`config.mk`:
```
export PLATFORM = sky130hd
export DESIGN_NAME = fixed_pattern_stream_substitute
export DESIGN_NICKNAME = d
export VERILOG_FILES = /design/src/design/fps_pkg.sv /design/src/design/fps_cell.sv /design/src/design/fps_ctrl.sv /design/src/design/fixed_pattern_stream_substitute.sv
export SDC_FILE = /design/constraint.sdc
export NUM_CORES = 2
export LEC_CHECK = 0
export BUFFER_PORTS_ARGS = -buffer_cell sky130_fd_sc_hd__buf_2
export CORE_AREA = 3 3 253 255
export CTS_CLUSTER_SIZE = 28
export DETAILED_ROUTE_END_ITERATION = 10
export DIE_AREA = 0 0 256 258
export PLACE_DENSITY = 0.78
export SYNTH_ARGS = -nofsm -noshare
export SYNTH_HDL_FRONTEND = slang
export SYNTH_SLANG_ARGS = --single-unit
```
`constraint.sdc`:
```
create_clock -name clk -period 12.19 [get_ports clk]
set_clock_uncertainty 0.05 [all_clocks]
set_input_delay 0.6095 -clock clk [delete_from_list [all_inputs] [get_ports clk]]
set_output_delay 0.6095 -clock clk [all_outputs]
set_load 0.1 [all_outputs]
```
`src/design/fps_pkg.sv`:
```
// Shared types and constants for the fixed pattern stream substitute block.
package fps_pkg;

  localparam int BYTE_BITS    = 8;
  localparam int CFG_BITS     = 64;
  localparam int CFG_INDEX_W  = 3;
  localparam int WORD_BYTES   = 8;
  localparam int PAT_WORDS    = 4;
  localparam int POS_OUT_BITS = 32;

  typedef enum logic [CFG_INDEX_W-1:0] {
    REG_SEARCH_0  = 3'd0,
    REG_SEARCH_1  = 3'd1,
    REG_SEARCH_2  = 3'd2,
    REG_SEARCH_3  = 3'd3,
    REG_REPLACE_0 = 3'd4,
    REG_REPLACE_1 = 3'd5,
    REG_REPLACE_2 = 3'd6,
    REG_REPLACE_3 = 3'd7
  } cfg_reg_t;

  typedef struct packed {
    logic shift;
    logic replace;
  } chain_ctl_t;

endpackage

```
`src/design/fps_cell.sv`:
```
// One window cell: holds a byte, compares its incoming byte and loads it or the replacement.
module fps_cell
  import fps_pkg::*;
(
  input  logic                 clk,
  input  chain_ctl_t           ctl,
  input  logic [BYTE_BITS-1:0] in_byte,
  input  logic [BYTE_BITS-1:0] search_byte,
  input  logic [BYTE_BITS-1:0] replace_byte,
  output logic [BYTE_BITS-1:0] cell_byte,
  output logic                 match
);

  assign match = (in_byte == search_byte);

  always_ff @(posedge clk) begin
    if (ctl.shift) begin
      cell_byte <= ctl.replace ? replace_byte : in_byte;
    end
  end

endmodule

```
`src/design/fps_ctrl.sv`:
```
// Window fill, flush sequencing, stream position and the output register.
module fps_ctrl
  import fps_pkg::*;
#(
  parameter int PATTERN_BYTES = 32,
  parameter int POSITION_BITS = 32
) (
  input  logic                    clk,
  input  logic                    rst,
  input  logic                    in_valid,
  output logic                    in_stall,
  input  logic                    end_of_text,
  input  logic                    hit,
  input  logic [BYTE_BITS-1:0]    front_byte,
  input  logic [BYTE_BITS-1:0]    cell_bytes [PATTERN_BYTES],
  output chain_ctl_t              ctl,
  output logic                    out_valid,
  input  logic                    out_stall,
  output logic [BYTE_BITS-1:0]    out_byte,
  output logic [POS_OUT_BITS-1:0] byte_position,
  output logic                    replace_start,
  output logic                    final_byte
);

  localparam int FILL_BITS = $clog2(PATTERN_BYTES + 1);
  localparam int IDX_BITS  = (PATTERN_BYTES > 1) ? $clog2(PATTERN_BYTES) : 1;
  localparam logic [FILL_BITS-1:0] FILL_TOP  = FILL_BITS'(PATTERN_BYTES - 1);
  localparam logic [FILL_BITS-1:0] WIN_SIZE  = FILL_BITS'(PATTERN_BYTES);
  localparam logic [FILL_BITS-1:0] ONE       = FILL_BITS'(1);
  localparam logic [POSITION_BITS-1:0] POS_MAX = '1;

  logic [FILL_BITS-1:0]     fill, fill_next;
  logic [FILL_BITS-1:0]     remain, remain_next;
  logic                     flushing, flushing_next;
  logic [POSITION_BITS-1:0] pos, pos_next, pos_inc;
  logic                     out_valid_next;
  logic                     load;
  logic [BYTE_BITS-1:0]     load_byte;
  logic                     load_start, load_final;
  logic                     take, slot_free, full;
  logic [FILL_BITS-1:0]     head_diff;
  logic [IDX_BITS-1:0]      head_idx;

  assign slot_free = !out_valid || !out_stall;
  assign in_stall  = flushing || !slot_free;
  assign take      = in_valid && !in_stall;
  assign full      = (fill == FILL_TOP);
  assign pos_inc   = (pos == POS_MAX) ? pos : pos + POSITION_BITS'(1);
  assign head_diff = WIN_SIZE - remain;
  assign head_idx  = head_diff[IDX_BITS-1:0];

  always_comb begin
    fill_next      = fill;
    remain_next    = remain;
    flushing_next  = flushing;
    pos_next       = pos;
    load           = 1'b0;
    load_byte      = front_byte;
    load_start     = 1'b0;
    load_final     = 1'b0;
    ctl.shift      = take;
    ctl.replace    = take && full && hit;
    if (take) begin
      if (full) begin
        load       = 1'b1;
        load_byte  = front_byte;
        load_start = hit;
        if (end_of_text) begin
          fill_next = '0;
          if (FILL_TOP == '0) begin
            load_final = 1'b1;
            pos_next   = '0;
          end else begin
            flushing_next = 1'b1;
            remain_next   = FILL_TOP;
            pos_next      = pos_inc;
          end
        end else begin
          pos_next = pos_inc;
        end
      end else if (end_of_text) begin
        fill_next     = '0;
        flushing_next = 1'b1;
        remain_next   = fill + ONE;
      end else begin
        fill_next = fill + ONE;
      end
    end else if (flushing && slot_free) begin
      load        = 1'b1;
      load_byte   = cell_bytes[head_idx];
      load_final  = (remain == ONE);
      remain_next = remain - ONE;
      if (remain == ONE) begin
        flushing_next = 1'b0;
        pos_next      = '0;
      end else begin
        pos_next = pos_inc;
      end
    end
    if (load) begin
      out_valid_next = 1'b1;
    end else if (!out_stall) begin
      out_valid_next = 1'b0;
    end else begin
      out_valid_next = out_valid;
    end
  end

  always_ff @(posedge clk) begin
    if (rst) begin
      fill      <= '0;
      remain    <= '0;
      flushing  <= 1'b0;
      pos       <= '0;
      out_valid <= 1'b0;
    end else begin
      fill      <= fill_next;
      remain    <= remain_next;
      flushing  <= flushing_next;
      pos       <= pos_next;
      out_valid <= out_valid_next;
    end
  end

  always_ff @(posedge clk) begin
    if (load) begin
      out_byte      <= load_byte;
      byte_position <= POS_OUT_BITS'(pos);
      replace_start <= load_start;
      final_byte    <= load_final;
    end
  end

endmodule

```
`src/design/fixed_pattern_stream_substitute.sv`:
```
// Top level: configuration registers, the row of window cells and the controller.
// An item that fills the window leaves the front byte of the window in the output register
// in the cycle after it is accepted. Throughput: one item per cycle while the output drains.
// An item that ends the text starts a flush of the window, one byte per cycle while the output
// drains, during which no item is accepted; the flush emits up to PATTERN_BYTES - 1 bytes.
// Reset clears the pattern registers, the fill count, the position and the output valid.
module fixed_pattern_stream_substitute
  import fps_pkg::*;
#(
  parameter int PATTERN_BYTES = 32,
  parameter int POSITION_BITS = 32
) (
  input  logic                    clk,
  input  logic                    rst,
  input  logic                    cfg_write,
  input  logic [CFG_INDEX_W-1:0]  cfg_index,
  input  logic [CFG_BITS-1:0]     cfg_data,
  input  logic                    in_valid,
  output logic                    in_stall,
  input  logic [BYTE_BITS-1:0]    data_byte,
  input  logic                    end_of_text,
  output logic                    out_valid,
  input  logic                    out_stall,
  output logic [BYTE_BITS-1:0]    out_byte,
  output logic [POS_OUT_BITS-1:0] byte_position,
  output logic                    replace_start,
  output logic                    final_byte
);

  logic [PAT_WORDS-1:0][CFG_BITS-1:0] search_words;
  logic [PAT_WORDS-1:0][CFG_BITS-1:0] replace_words;

  logic [BYTE_BITS-1:0]     cell_q   [PATTERN_BYTES];
  logic [BYTE_BITS-1:0]     cell_in  [PATTERN_BYTES];
  logic [BYTE_BITS-1:0]     srch_b   [PATTERN_BYTES];
  logic [BYTE_BITS-1:0]     repl_b   [PATTERN_BYTES];
  logic [PATTERN_BYTES-1:0] match;
  logic                     hit;
  logic [BYTE_BITS-1:0]     front_byte;
  chain_ctl_t               ctl;

  always_ff @(posedge clk) begin
    if (rst) begin
      search_words  <= '0;
      replace_words <= '0;
    end else if (cfg_write) begin
      case (cfg_reg_t'(cfg_index))
        REG_SEARCH_0:  search_words[0]  <= cfg_data;
        REG_SEARCH_1:  search_words[1]  <= cfg_data;
        REG_SEARCH_2:  search_words[2]  <= cfg_data;
        REG_SEARCH_3:  search_words[3]  <= cfg_data;
        REG_REPLACE_0: replace_words[0] <= cfg_data;
        REG_REPLACE_1: replace_words[1] <= cfg_data;
        REG_REPLACE_2: replace_words[2] <= cfg_data;
        REG_REPLACE_3: replace_words[3] <= cfg_data;
        default: ;
      endcase
    end
  end

  for (genvar i = 0; i < PATTERN_BYTES; i++) begin : g_cell
    assign srch_b[i] = search_words[i / WORD_BYTES][(i % WORD_BYTES) * BYTE_BITS +: BYTE_BITS];
    assign repl_b[i] = replace_words[i / WORD_BYTES][(i % WORD_BYTES) * BYTE_BITS +: BYTE_BITS];
    if (i == PATTERN_BYTES - 1) begin : g_tail
      assign cell_in[i] = data_byte;
    end else begin : g_body
      assign cell_in[i] = cell_q[i + 1];
    end
    fps_cell u_cell (
      .clk          (clk),
      .ctl          (ctl),
      .in_byte      (cell_in[i]),
      .search_byte  (srch_b[i]),
      .replace_byte (repl_b[i]),
      .cell_byte    (cell_q[i]),
      .match        (match[i])
    );
  end

  assign hit        = &match;
  assign front_byte = ctl.replace ? repl_b[0] : cell_in[0];

  fps_ctrl #(
    .PATTERN_BYTES (PATTERN_BYTES),
    .POSITION_BITS (POSITION_BITS)
  ) u_ctrl (
    .clk           (clk),
    .rst           (rst),
    .in_valid      (in_valid),
    .in_stall      (in_stall),
    .end_of_text   (end_of_text),
    .hit           (hit),
    .front_byte    (front_byte),
    .cell_bytes    (cell_q),
    .ctl           (ctl),
    .out_valid     (out_valid),
    .out_stall     (out_stall),
    .out_byte      (out_byte),
    .byte_position (byte_position),
    .replace_start (replace_start),
    .final_byte    (final_byte)
  );

endmodule

```
==> results.txt <==
----------------------------------------------------
[STA]
  Min Clock Period, post-route ... 5.38 ns
  Slew Limit Fails ... 0
  Timing-limited maximum frequency ... around 0.19 GHz
  Setup violations, final ... 0
  Final Hold Violating Endpoints ... 0
  Worst-Margin Slew ... 1.16 ns
  Slew margin rel. ... 0.228
  Post-route fraction of the period consumed by the critical path ... 0.442
  Setup_tns ... 0 ns
  Setup repair after global routing missed its margin ... no

[Critical path]
  CP bufs+invs ... 1
  Crit path arrival time ... 5.72 ns
  CP peak stage delay ... between 0.8 and 0.9 ns
  Crit Path Max Fanout ... 80
  Standard cell with the maximum stage delay on the critical path ... sky130_fd_sc_hd__nor4_1
  Worst EP required ... roughly 13 ns
  Crit start category ... register
  Family with the most delay on the worst path ... simple AND/OR/NAND/NOR gates
  Cells along the critical path ... xor2_1, nor4_1, nand4_1, or4_4, nor4_4, nand2_8, buf_4, mux2_1
  Path type of the worst setup path ... register to register
  Critical path endpoint category ... register

[Global route]
  Total grt overflow ... 0
  Global router's overall resource usage ... 0.364
  First-pass GRT wire length ... about 180 mm
  Number of antenna violations at the first check in global routing ... 18
  Pin count of the biggest net entering global routing ... between 150 and 200
  Vias in the first global route ... roughly 27000

[Die]
  Row count ... 91
  Core footprint ... 61800 sq um
  Y dimension of the die ... about 260 um
  Die span in x ... about 260 um
  Total I/O pin count ... about 130
  Effective utilization at floorplan ... 0.618
  Area of the die ... around 66000 sq um

[Detailed routing]
  Routed wirelength normalized by instance count ... roughly 27 um
  Met2 WL post-DR ... around 53 mm
  Via-to-Cell Ratio ... around 6.3
  Highest Signal Layer ... met5
  Count of vias placed by the detailed router ... 28700
  Post-Route M1 WL ... around 44 mm
  Detailed route wirelength on metal3 ... between 15 and 20 mm
  Wire length reported by the detailed router ... 123 mm
  Drc violations ... 0
  Remaining antenna violation count after routing ... 0
  First drt pass iteration count ... 6
  Initial DRC count ... between 4000 and 5000

[Cells and area]
  Number of nets in the finished design ... between 3000 and 4000
  Fraction of final layout cells with drive strength greater than 1 ... 0.171
  Leading cell types in the layout, fill and taps excluded ... sky130_fd_sc_hd__nand2_1 (1063), sky130_fd_sc_hd__dfxtp_1 (557), sky130_fd_sc_hd__a21oi_1 (532), sky130_fd_sc_hd__edfxtp_1 (298), sky130_fd_sc_hd__mux2_4 (240)
  Non-filler instance count after layout ... roughly 4600
  Most common cell after layout, fill and taps aside ... sky130_fd_sc_hd__nand2_1
  Area added between synthesis and finish ... 9.18%

[Synthesis]
  Fraction of synthesized cell area in xor and xnor cells ... 0.0651
  Commonest register cell after synthesis ... sky130_fd_sc_hd__dfxtp_1
  Cell type with the highest aggregate area in the netlist ... sky130_fd_sc_hd__dfxtp_1
  Seq/Total Area, Yosys ... 0.527
  Net count of the mapped netlist ... about 3800
  Simple-gate portion of the synthesized area ... 0.143
  Leading cell types by total area after synthesis ... sky130_fd_sc_hd__dfxtp_1 (29%), sky130_fd_sc_hd__edfxtp_1 (23%), sky130_fd_sc_hd__nand2_1 (10%)
  Compound-cell area share of the yosys netlist ... 0.0792
  Mean area per synthesized cell ... 10.4 sq um
  Post-synthesis mux area share ... 0.143
  Largest family of logic cells by synthesized area ... multiplexers
  Synth unique cells ... between 50 and 60
  Post-synth design cell area ... 38200 sq um
  Async SR Flop Fraction ... 0
  Synth Instances ... about 3700
  Fraction of synthesized cell area taken by the top area cell type ... 0.293
  Count of state elements after synthesis ... roughly 860
  Number of synthesized flops with an enable pin ... a little under 300
  Synthesis Warnings ... 0
  Area share of fa/ha/maj cells after synthesis ... 0.00131

[Clock tree]
  TritonCTS clock tree ... done
  Clock slew at reported path FFs ... 0.06 ns
  Clock buffers created by TritonCTS ... 87
  Number of levels in the clock H-tree ... 3
  Number of buffers inserted for hold repair after clock tree synthesis ... 0
  Clk sink count ... around 860
  CTS Buffer Depth ... 3
  CTS-repair resized insts ... 0
  Clock Latency Late Sink ... around 0.66 ns
  # Post-CTS Setup Buffers ... 0
  Master cell of the clock root buffer ... sky130_fd_sc_hd__clkbuf_16

[Place]
  Final GP Congestion ... ~1.0
  Number of buffer cells added on primary ports ... about 120
  Final HPWL DP ... about 78 mm
  Inst Count DP ... 4382

[Outcome]
  Run status ... completed

[Worst hold path]
  Min-Delay Path Class ... primary input to register

[Pwr]
  Power per unit of standard cell area ... 164 nW/um^2
  VDD IR-drop max ... 0.000115 V
  Leakage component of the power ... between 0.01 and 0.015 uW

[Job]
  Max_cap viols ... 0

----------------------------------------------------
-- area by class of cell --
class	count	area [sq um]
clock buffers	125	2470
flip-flops and latches	856	20100
fillers	4633	20100
inverters	12	52.6
diodes	10	25.0
repair buffers	153	873
clock inverters	36	453
well taps	837	1050
multi-input cells	2524	16600
-- routing by layer --
layer | track usage | vias up
met1 | 0.472 | 13900
met2 | 0.537 | 1948
met4 | 0.223 | 8
met3 | 0.111 | 426
met5 | 0 | -
li1 | - | 12500
-- state kept, by name, indices dropped and copies added (netlist names) --
signal                   cells
u_ctrl.pos                  32
search_words               256
u_ctrl.flushing              1
repl_b                     256
u_ctrl.fill                  6
u_ctrl.remain                6
u_ctrl.out_valid             1
g_cell.u_cell.cell_byte    256
u_ctrl.byte_position        32
u_ctrl.final_byte            1
u_ctrl.replace_start         1
u_ctrl.out_byte              8
-- synthesized netlist by cell type, drive strengths merged, types with 3 or more instances --
cell type,count
a22oi,3
o21ai,22
nand4,54
edfxtp,298
a21oi,532
or2,3
mux2,246
and4,5
mux4,80
inv,11
xnor2,187
nand2b,5
clkbuf,247
a211oi,8
nand2,1068
xor2,97
a31oi,10
and3,3
nor2b,12
nor2,62
nor4,41
nand3,31
ha,4
dfxtp,558
nor3,21
or4,6
and2,5
buf,36
-- final timing paths --
check | from | to | slack (ns) | cells past startpoint
hold reg to reg | repl_b[19] | repl_b[19] | 0.40 | 2
setup / recovery | g_cell[8].u_cell.cell_byte[1] | g_cell[5].u_cell.cell_byte[7] | 6.81 | 8
setup reg to reg | g_cell[8].u_cell.cell_byte[1] | g_cell[5].u_cell.cell_byte[7] | 6.81 | 8
hold / removal | in_valid | u_ctrl.out_valid | 0.18 | 3
-- through the flow --
step | util | hold slack, ns | setup WS (ns) | area [sq um] | total power (uW)
floorplan | - | 0.382 | 2.16 | 38200 | 3790
global placement | 0.627 | 0.390 | 6.94 | 38700 | 4070
detailed placement | 0.627 | 0.396 | 6.85 | 38700 | 4090
CTS | 0.674 | 0.157 | 7.13 | 41700 | 6800
global route | 0.674 | 0.197 | 6.92 | 41700 | 6970
finish | 0.674 | 0.183 | 6.81 | 41700 | 6840
-- report_power, final --
| group | internal [uW] | switching (uW) |
|---|---|---|
| Clock | 1620 | 1140 |
| Combinational | 320 | 529 |
| Sequential | 3100 | 122 |
-- kinds of logic (layout without fill, tap and decap cells) --
family	count (synthesis)	in the layout
flip-flops	856	856
multiplexers	326	326
buffers and inverters	295	326
XOR/XNOR	284	284
other	0	10
adder cells (fa/ha/maj)	4	4
AO/OA/AOI/OAI	588	588
AND/OR/NAND/NOR	1322	1322
-- worst reg2reg max path, stage by stage, from the launching register on --
cell	delay, ns
sky130_fd_sc_hd__edfxtp_1	0.52
sky130_fd_sc_hd__xor2_1	0.20
sky130_fd_sc_hd__nor4_1	0.83
sky130_fd_sc_hd__nand4_1	0.31
sky130_fd_sc_hd__or4_4	0.60
sky130_fd_sc_hd__nor4_4	0.55
sky130_fd_sc_hd__nand2_8	0.59
sky130_fd_sc_hd__buf_4	0.92
sky130_fd_sc_hd__mux2_1	0.54
Note: power is estimated with default switching activity, not from simulation.
